==> src/rtl/afr_pkg.sv <==
package afr_pkg;

    localparam int MAX_FRAME_BYTES = 4096;
    localparam int LEN_W           = $clog2(MAX_FRAME_BYTES + 1);

    localparam logic [7:0] CH_STX = 8'h02;
    localparam logic [7:0] CH_ETX = 8'h03;
    localparam logic [7:0] CH_EOT = 8'h04;
    localparam logic [7:0] CH_ENQ = 8'h05;
    localparam logic [7:0] CH_ACK = 8'h06;
    localparam logic [7:0] CH_CR  = 8'h0D;
    localparam logic [7:0] CH_NAK = 8'h15;
    localparam logic [7:0] CH_ETB = 8'h17;

    localparam logic [2:0] EV_ACCEPT = 3'd0;
    localparam logic [2:0] EV_REJECT = 3'd1;
    localparam logic [2:0] EV_ENQ    = 3'd2;
    localparam logic [2:0] EV_EOT    = 3'd3;
    localparam logic [2:0] EV_ACK    = 3'd4;
    localparam logic [2:0] EV_NAK    = 3'd5;

    localparam logic [1:0] REPLY_NONE = 2'd0;
    localparam logic [1:0] REPLY_ACK  = 2'd1;
    localparam logic [1:0] REPLY_NAK  = 2'd2;

    typedef struct packed {
        logic [2:0] event_kind;
        logic [1:0] reply_code;
        logic       intermediate_frame;
        logic [7:0] computed_sum;
    } t_result;

    typedef struct packed {
        logic    valid;
        t_result res;
    } t_emit;

endpackage

==> src/rtl/afr_frame_ctrl.sv <==
module afr_frame_ctrl (
    input  logic           i_clk,
    input  logic           i_rst_n,
    input  logic           i_fire,
    input  logic [7:0]     i_byte,
    output afr_pkg::t_emit o_emit
);
    import afr_pkg::*;

    localparam logic [2:0] PH_IDLE    = 3'd0;
    localparam logic [2:0] PH_BODY    = 3'd1;
    localparam logic [2:0] PH_CHK_HI  = 3'd2;
    localparam logic [2:0] PH_CHK_LO  = 3'd3;
    localparam logic [2:0] PH_WAIT_CR = 3'd4;

    localparam logic [LEN_W-1:0] LEN_MAX = LEN_W'(MAX_FRAME_BYTES);
    localparam logic [LEN_W-1:0] LEN_ONE = LEN_W'(1);

    // {valid, nibble}
    function automatic logic [4:0] hex_nibble(input logic [7:0] c);
        logic [4:0] r;
        begin
            case (c) inside
                [8'h30:8'h39]: r = {1'b1, c[3:0]};
                [8'h41:8'h46]: r = {1'b1, 4'(c[3:0] + 4'd9)};
                default:       r = 5'b0;
            endcase
            return r;
        end
    endfunction

    logic [2:0]       r_phase, n_phase;
    logic [7:0]       r_sum, n_sum;
    logic [7:0]       r_check, n_check;
    logic             r_hex_ok, n_hex_ok;
    logic             r_etb, n_etb;
    logic [LEN_W-1:0] r_len, n_len;
    logic             r_ovf, n_ovf;

    logic [4:0] nib;
    logic       ok;

    assign nib = hex_nibble(i_byte);
    // the CR itself counts towards the length bound
    assign ok  = r_hex_ok && !r_ovf && (r_len < LEN_MAX) && (r_check == r_sum);

    always_comb begin
        n_phase  = r_phase;
        n_sum    = r_sum;
        n_check  = r_check;
        n_hex_ok = r_hex_ok;
        n_etb    = r_etb;
        n_len    = r_len;
        n_ovf    = r_ovf;
        o_emit   = '0;

        // length count for every byte after STX
        if (r_phase != PH_IDLE) begin
            if (r_len >= LEN_MAX) begin
                n_ovf = 1'b1;
            end else begin
                n_len = r_len + LEN_ONE;
            end
        end

        unique case (r_phase)
            PH_IDLE: begin
                case (i_byte)
                    CH_ENQ: begin
                        o_emit.valid          = 1'b1;
                        o_emit.res.event_kind = EV_ENQ;
                        o_emit.res.reply_code = REPLY_ACK;
                    end
                    CH_EOT: begin
                        o_emit.valid          = 1'b1;
                        o_emit.res.event_kind = EV_EOT;
                    end
                    CH_ACK: begin
                        o_emit.valid          = 1'b1;
                        o_emit.res.event_kind = EV_ACK;
                    end
                    CH_NAK: begin
                        o_emit.valid          = 1'b1;
                        o_emit.res.event_kind = EV_NAK;
                    end
                    default: ;
                endcase
            end
            PH_BODY: begin
                n_sum = r_sum + i_byte;
                if (i_byte == CH_ETX || i_byte == CH_ETB) begin
                    n_etb   = (i_byte == CH_ETB);
                    n_phase = PH_CHK_HI;
                end
            end
            PH_CHK_HI: begin
                n_check = {nib[3:0], 4'b0};
                if (!nib[4]) n_hex_ok = 1'b0;
                n_phase = PH_CHK_LO;
            end
            PH_CHK_LO: begin
                n_check = {r_check[7:4], nib[3:0]};
                if (!nib[4]) n_hex_ok = 1'b0;
                n_phase = PH_WAIT_CR;
            end
            PH_WAIT_CR: begin
                if (i_byte == CH_CR) begin
                    n_phase                       = PH_IDLE;
                    o_emit.valid                  = 1'b1;
                    o_emit.res.event_kind         = ok ? EV_ACCEPT : EV_REJECT;
                    o_emit.res.reply_code         = ok ? REPLY_ACK : REPLY_NAK;
                    o_emit.res.intermediate_frame = r_etb;
                    o_emit.res.computed_sum       = r_sum;
                end
            end
            default: begin
                n_phase = PH_IDLE;
            end
        endcase

        // STX opens a frame when idle and restarts one inside the body
        if ((r_phase == PH_IDLE || r_phase == PH_BODY) && i_byte == CH_STX) begin
            n_phase  = PH_BODY;
            n_sum    = '0;
            n_check  = '0;
            n_hex_ok = 1'b1;
            n_etb    = 1'b0;
            n_len    = LEN_ONE;
            n_ovf    = 1'b0;
        end
    end

    always_ff @(posedge i_clk) begin
        if (!i_rst_n) begin
            r_phase  <= PH_IDLE;
            r_sum    <= '0;
            r_check  <= '0;
            r_hex_ok <= 1'b1;
            r_etb    <= 1'b0;
            r_len    <= '0;
            r_ovf    <= 1'b0;
        end else if (i_fire) begin
            r_phase  <= n_phase;
            r_sum    <= n_sum;
            r_check  <= n_check;
            r_hex_ok <= n_hex_ok;
            r_etb    <= n_etb;
            r_len    <= n_len;
            r_ovf    <= n_ovf;
        end
    end

endmodule

==> src/rtl/afr_out_stage.sv <==
module afr_out_stage (
    input  logic             i_clk,
    input  logic             i_rst_n,
    input  logic             i_fire,
    input  afr_pkg::t_emit   i_emit,
    input  logic             i_ready,
    output logic             o_free,
    output logic             o_valid,
    output afr_pkg::t_result o_res
);
    import afr_pkg::*;

    logic    r_valid;
    t_result r_res;
    logic    load;

    assign load    = i_fire && i_emit.valid;
    assign o_free  = !r_valid || i_ready;
    assign o_valid = r_valid;
    assign o_res   = r_res;

    always_ff @(posedge i_clk) begin
        if (!i_rst_n) begin
            r_valid <= 1'b0;
        end else if (load) begin
            r_valid <= 1'b1;
        end else if (i_ready) begin
            r_valid <= 1'b0;
        end
    end

    always_ff @(posedge i_clk) begin
        if (load) begin
            r_res <= i_emit.res;
        end
    end

endmodule

==> src/rtl/astm_frame_receiver_unit.sv <==
// Path: a byte taken on the slave side is held in the input register, decoded
// combinationally, and any event it causes is registered in the output stage.
// Throughput: one byte per cycle, set by the single-pass decode stage; the
// slave side stalls only while the input and output registers are both held.
// Reset: synchronous, active low; returns to idle with both registers empty.
module astm_frame_receiver_unit (
    input  logic        i_clk,
    input  logic        i_rst_n,
    input  logic        i_s_axis_tvalid,
    output logic        o_s_axis_tready,
    input  logic [7:0]  i_s_axis_tdata,   // [7:0] rx_byte
    output logic        o_m_axis_tvalid,
    input  logic        i_m_axis_tready,
    output logic [15:0] o_m_axis_tdata,   // [1:0] reply_code, [2] intermediate_frame,
                                          // [10:3] computed_sum, [15:11] zero
    output logic [2:0]  o_m_axis_tuser    // [2:0] event_kind
);
    import afr_pkg::*;

    logic       r_in_valid;
    logic [7:0] r_in_byte;
    logic       fire;
    logic       out_free;
    t_emit      emit;
    t_result    res;

    assign fire            = r_in_valid && out_free;
    assign o_s_axis_tready = !r_in_valid || fire;

    always_ff @(posedge i_clk) begin
        if (!i_rst_n) begin
            r_in_valid <= 1'b0;
        end else if (o_s_axis_tready) begin
            r_in_valid <= i_s_axis_tvalid;
        end
    end

    always_ff @(posedge i_clk) begin
        if (o_s_axis_tready && i_s_axis_tvalid) begin
            r_in_byte <= i_s_axis_tdata;
        end
    end

    afr_frame_ctrl u_ctrl (
        .i_clk   (i_clk),
        .i_rst_n (i_rst_n),
        .i_fire  (fire),
        .i_byte  (r_in_byte),
        .o_emit  (emit)
    );

    afr_out_stage u_out (
        .i_clk   (i_clk),
        .i_rst_n (i_rst_n),
        .i_fire  (fire),
        .i_emit  (emit),
        .i_ready (i_m_axis_tready),
        .o_free  (out_free),
        .o_valid (o_m_axis_tvalid),
        .o_res   (res)
    );

    assign o_m_axis_tdata = {5'b0, res.computed_sum, res.intermediate_frame, res.reply_code};
    assign o_m_axis_tuser = res.event_kind;

endmodule

==> config.mk <==
export PLATFORM = sky130hd
export DESIGN_NAME = astm_frame_receiver_unit
export DESIGN_NICKNAME = d
export VERILOG_FILES = /design/src/rtl/afr_pkg.sv /design/src/rtl/afr_frame_ctrl.sv /design/src/rtl/afr_out_stage.sv /design/src/rtl/astm_frame_receiver_unit.sv
export SDC_FILE = /design/constraint.sdc
export NUM_CORES = 1
export LEC_CHECK = 0
export BUFFER_PORTS_ARGS = -buffer_cell sky130_fd_sc_hd__buf_4
export CORE_MARGIN = 2
export CORE_UTILIZATION = 50
export DETAILED_ROUTE_END_ITERATION = 7
export PLACE_DENSITY = 0.69
export SLEW_MARGIN = 10
export SYNTH_ARGS = -nofsm -noshare
export SYNTH_HDL_FRONTEND = slang
export SYNTH_SLANG_ARGS = --single-unit
==> constraint.sdc <==
create_clock -name i_clk -period 2.8 [get_ports i_clk]
set_input_delay 0.56 -clock i_clk [delete_from_list [all_inputs] [get_ports i_clk]]
set_output_delay 0.56 -clock i_clk [all_outputs]
set_load 0.05 [all_outputs]
Yosys cells after proc, flatten, opt, wreduce, memory -nomap -nowiden
Cells that the tools add are included.
Widths: inputs -> output; s select.
{"block": "op_classes", "shifts": 0, "addsub": 3, "n_eq_ne": 19, "muxes": 30, "n_bitwise": 0, "div": 0, "mul": 0, "magnitude_cmp": 6, "reduce_logical": 36}
{"operator": "$mux 13", "n": 3}
{"operator": "$eq 8x3->1 const B", "n": 3}
{"operator": "$mux 8", "n": 3}
{"operator": "$eq 8x2->1 const B", "n": 2}
{"operator": "$eq 8x5->1 const B", "n": 2}
{"operator": "$pmux 4 s4", "n": 1}
{"operator": "$pmux 8 s2", "n": 1}
{"operator": "$mux 15", "n": 1}
{"operator": "$pmux 3 s5", "n": 1}
{"operator": "$reduce_and 3->1", "n": 5}
{"operator": "$reduce_bool 2->1", "n": 7}
{"operator": "$add 13x1->13 const B", "n": 1}
{"operator": "$ge 13x13->1 const B", "n": 1}
{"operator": "$lt 13x13->1 const B", "n": 1}
{"operator": "$mux 1", "n": 13}
{"operator": "$pmux 6 s2", "n": 1}
{"operator": "$mux 5", "n": 2}
{"operator": "$logic_and 1x1->1", "n": 9}
{"operator": "$mux 3", "n": 3}
{"operator": "$add 8x8->8", "n": 1}
{"operator": "$eq 8x4->1 const B", "n": 1}
{"operator": "$eq 8x8->1", "n": 1}
{"operator": "$ge 8x6->1 const B", "n": 1}
{"operator": "$ge 8x7->1 const B", "n": 1}
{"operator": "18 further kinds", "n": 29}
{"block": "totals", "latchBits": 0, "register_bits": 59, "romBits": 0, "elab_cells": 109, "ram_bits": 0, "n_memories": 0, "output_inout_bits": 21}

Depth between registers and ports, before layout
{"block": "logic_depth", "ltp_word": 9, "depth_mapped": 9, "depth_no_buf": 8}

Cells and area by module
From an unflattened synthesis, not the netlist that was laid out.
{"block": "hier_totals", "cells_unflattened": 314, "hier_area_um2": 3086.7}
{"module": "afr_frame_ctrl", "cells_each": 275, "instances": 1, "area_per_inst_um2": 2267.2}
{"module": "afr_out_stage", "cells_each": 19, "instances": 1, "area_per_inst_um2": 473.0}
{"module": "astm_frame_receiver_unit", "cells_each": 20, "instances": 1, "area_per_inst_um2": 346.6}

Worst setup path before layout
Ideal clock, no wire load.
{"block": "synth_path", "path_type": "register -> register", "from": "register r_in_byte[1]", "to": "register u_ctrl.r_check[7]", "arrival_time_ps": 2109, "setup_ps": 128, "required_time_ps": 2672, "stages_incl_launch_ff": 9, "path_slack_ps": 563, "period_less_slack_ps": 2237, "cell_sequence": "edfxtp_1 > inv_1 > ha_1 > clkbuf_1 > or4b_2 > o2111a_1 > a22o_1 > a32oi_1 > nor2_1"}
{"block": "synth_via", "elab_chain_len": 6}
{"element": "from (decl)", "line_no": "astm_frame_receiver_unit.sv:21", "text": "logic [7:0] r_in_byte;"}
{"element": "from (signal assigned)", "line_no": "astm_frame_receiver_unit.sv:40", "text": "r_in_byte <= i_s_axis_tdata;"}
{"element": "$ge 8x7->1 (not written as such) or $le 8x7->1 (tied branches)", "line_no": "afr_frame_ctrl.sv:43", "text": "assign nib = hex_nibble(i_byte);"}
{"element": "$logic_and 1x1->1 (not written as such)", "line_no": "afr_frame_ctrl.sv:43"}
{"element": "$mux 5 (2 in a row)", "line_no": "afr_frame_ctrl.sv:23", "text": "case (c) inside"}
{"element": "$pmux 8 s2", "line_no": "afr_frame_ctrl.sv:66", "text": "unique case (r_phase)"}
{"element": "$mux 8", "line_no": "afr_frame_ctrl.sv:122", "text": "if ((r_phase == PH_IDLE || r_phase == PH_BODY) && i_byte == CH_STX) begin"}
{"element": "to (signal assigned)", "line_no": "afr_frame_ctrl.sv:145", "text": "r_check <= n_check;"}
{"element": "to (decl)", "line_no": "afr_frame_ctrl.sv:34", "text": "logic [7:0] r_check, n_check;"}
Parallel ways exist; a longest one is shown, timed or not. The select of a mux whose other input is x is not followed.
A chain may end at the register's enable or synchronous reset.

Worst setup path after layout
{"block": "layout_path", "from": "register r_in_byte[4]", "to": "register u_ctrl.r_sum[7]"}
{"block": "layout_via", "elab_chain_len": 4}
{"element": "branches (longest 4 deep; another with $add 8x8->8)"}
{"element": "to (signal assigned)", "line_no": "afr_frame_ctrl.sv:144", "text": "r_sum <= n_sum;"}
{"element": "to (decl)", "line_no": "afr_frame_ctrl.sv:33", "text": "logic [7:0] r_sum, n_sum;"}
Parallel ways; which one is timed is not known. The select of a mux whose other input is x is not followed.

==> results by group <==
Status
  • Outcome: complete, no violations

Clock tree
  • Clk sink count: 59
  • Post_cts resized: 0
  • Clock latency on the worst-skew pair: 0.35 ns
  • CTS Buf Count: 9
  • CTS clk-pin slew, worst paths: 0.07 ns
  • CTS tree: built
  • Post-CTS Setup Bufs: 0
  • CTS Hold Bufs: 0
  • Root Buffer: clkbuf_8
  • Bufs on Longest Clock Path: 2
  • H-tree Lvls: 3

Timing
  • Final period utilization: 86.6%
  • RSZ-0062 raised after global routing: false
  • Worst slew margin: 50.5%
  • Setup Skew: 0.0126 ns
  • Setup TNS: 0 ns
  • Min Clock Period, post-route: 2.42 ns
  • Worst hold slack: 0.386 ns
  • Hold violation total from the final report: 0
  • Max Fclk: 0.413 GHz
  • Tightest Pin Transition: 0.734 ns
  • Max-slew violations: 0
  • Final setup viols: 0

Critical path
  • Data required time of the critical path: 3.03 ns
  • Max incr delay on CP: 0.56 ns
  • Critical Path, Cell by Cell: ha_1, and2_1, a221o_1, o21a_1, o311a_1, a221o_1
  • Worst Path Max Fanout: 9
  • Path type of the worst setup path: register to register
  • CP Launch Type: register
  • Slowest-stage cell, CP: edfxtp_1
  • Critical path arrival: 2.65 ns
  • Most common cell on crit path: a221o_1
  • CP endpoint kind: register

Route
  • Vias per cell: 5.98
  • Vias: 2649
  • Final wirelength: 7.31 mm
  • Wirelength per Cell: 16.5 µm
  • Drt initial violations: 254
  • Antenna Nets Post-Route: 0
  • Residual DRC count: 0
  • DRT Pass-1 Iters: 5

Global routing
  • Overflow after GRT: 0
  • First-pass GRT wire length: 12.0 mm
  • Pin count of the biggest net entering global routing: 24
  • GRT Total Usage: 21.8%
  • Initial antenna violation count: 0
  • Vias in the first global route: 2368

Synth
  • Mapped cell area: 3160 µm²
  • Sequential area share after synthesis: 44.4%
  • Synth async-reset ratio: 0%
  • Netlist cell types: 65
  • Syn Area/Cell: 9.54 µm²
  • Post-synth EDFFs: 22
  • Synth Instances: 331
  • Top FF cell, synth: dfxtp_1
  • Yosys reg bits: 59
  • Yosys warnings: 0

Die
  • I/O pin count: 33
  • Std-Cell Rows: 28
  • Core Footprint: 6030 µm²
  • Chip width: 83.5 µm
  • Die height: 83.5 µm
  • Die ar.: 6970 µm²
  • Effective utilization at floorplan: 52.4%

Layout
  • Diode count: 0
  • Layout cells sized above 1: 14.7%
  • Fin util: 59.9%
  • Most frequent cells in the layout: dfxtp_1, nor2_1, buf_4
  • Layout area overhead: 14.3%
  • Non-Filler Instances: 443
  • Filler instances: 542
  • Most common cell after layout, fill and taps aside: dfxtp_1
  • Sequential cell area: 1400 µm²
  • Nets: 388
  • Multi-input logic area: 1630 µm²

Place
  • Placed cell count: 427
  • Final GP Congestion: 0.909
  • HPWL Detailed: 5.37 mm
  • # port buffers: 27

Hold path
  • Hold crit path type: primary input to register

Run
  • Max_cap viols: 0

Pwr
  • PD cells: 479 nW/µm²
  • Leak pwr: 1.45 nW
  • Peak VDD IR: 0.323 mV
area by class of cell:
type	count	share of cell area (%)
inverters	14	1.46
repair buffers	33	6.86
clock inverters	2	0.277
well taps	75	2.60
flip-flops and latches	59	38.8
multi-input cells	246	45.2
clock buffers	14	4.78
per-layer routing:
| metal | GRT usage, % | wire [µm] | part of all wire, % | up-vias |
|---|---|---|---|---|
| li1 | - | - | - | 1280 |
| met1 | 31.9 | 3530 | 48 | 1238 |
| met2 | 30.4 | 3100 | 42 | 120 |
| met3 | 6.63 | 577 | 7.9 | 11 |
| met4 | 7.48 | 95 | 1.3 | 0 |
| met5 | 0 | 0 | 0 | - |
synth_stat cells (all sizes together), types with 9 or more instances:
| cell type | count | area share, % |
|---|---|---|
| nor2 | 34 | 4.0 |
| edfxtp | 22 | 21 |
| and2 | 12 | 2.4 |
| clkbuf | 9 | 1.1 |
| nand3 | 10 | 1.7 |
| dfxtp | 37 | 23 |
| ha | 12 | 4.8 |
| a21oi | 21 | 3.3 |
| inv | 14 | 1.7 |
| o21ai | 13 | 2.1 |
| nand2 | 17 | 2.0 |
cells by family (layout without fill, tap and decap cells):
logic type,Yosys count,count (layout),share of synthesized area [%]
other,1,5,0.119
buffers and inverters,30,63,4.44
XOR/XNOR,15,15,4.16
AND/OR/NAND/NOR,123,123,21.2
multiplexers,4,4,1.27
AO/OA/AOI/OAI,86,86,19.1
flip-flops,59,59,44.4
adder cells (fa/ha/maj),13,13,5.39
power by group:
group	internal (mW)	switching (mW)	leakage [nW]
clock	0.391	0.317	0.0965
combinational	0.0387	0.0690	0.832
sequential	0.895	0.0185	0.518
total	1.32	0.405	1.45
final timing paths:
path | from | endpoint | slack, ns | cells past startpoint
max reg2reg | r_in_byte[4]$_DFFE_PP_ | u_ctrl.r_sum[7]$_SDFFE_PN0P_ | 0.38 | 6
max | r_in_byte[4]$_DFFE_PP_ | u_ctrl.r_sum[7]$_SDFFE_PN0P_ | 0.38 | 6
min reg2reg | u_ctrl.r_check[3]$_SDFFE_PN0P_ | u_ctrl.r_check[3]$_SDFFE_PN0P_ | 0.47 | 2
min | i_s_axis_tdata[3] | r_in_byte[3]$_DFFE_PP_ | 0.39 | 1
registers in the layout (all words and copies together), names as in the netlist, 3 cells and up:
register        cells
u_out.o_res        14
u_ctrl.r_len       13
r_in_byte           8
u_ctrl.r_check      8
u_ctrl.r_sum        8
u_ctrl.r_phase      3
worst max-delay path, delay by kind of cell (launching register included):
| family | cells | cell delay [ns] |
|---|---|---|
| compound gates | 4 | 1.15 |
| fa+ha+maj | 1 | 0.41 |
| flops | 1 | 0.56 |
| simple gates | 1 | 0.19 |
per-stage QoR:
step,area [µm²],total power [mW],setup WS (ns)
4_1_cts,3610,1.74,0.393
3_5_place_dp,3430,1.04,0.413
5_1_grt,3610,1.80,0.243
3_3_place_gp,3430,1.04,0.465
6_report,3610,1.73,0.376
2_1_floorplan,3170,1.01,0.563
Power figures use the tool's default switching activity.
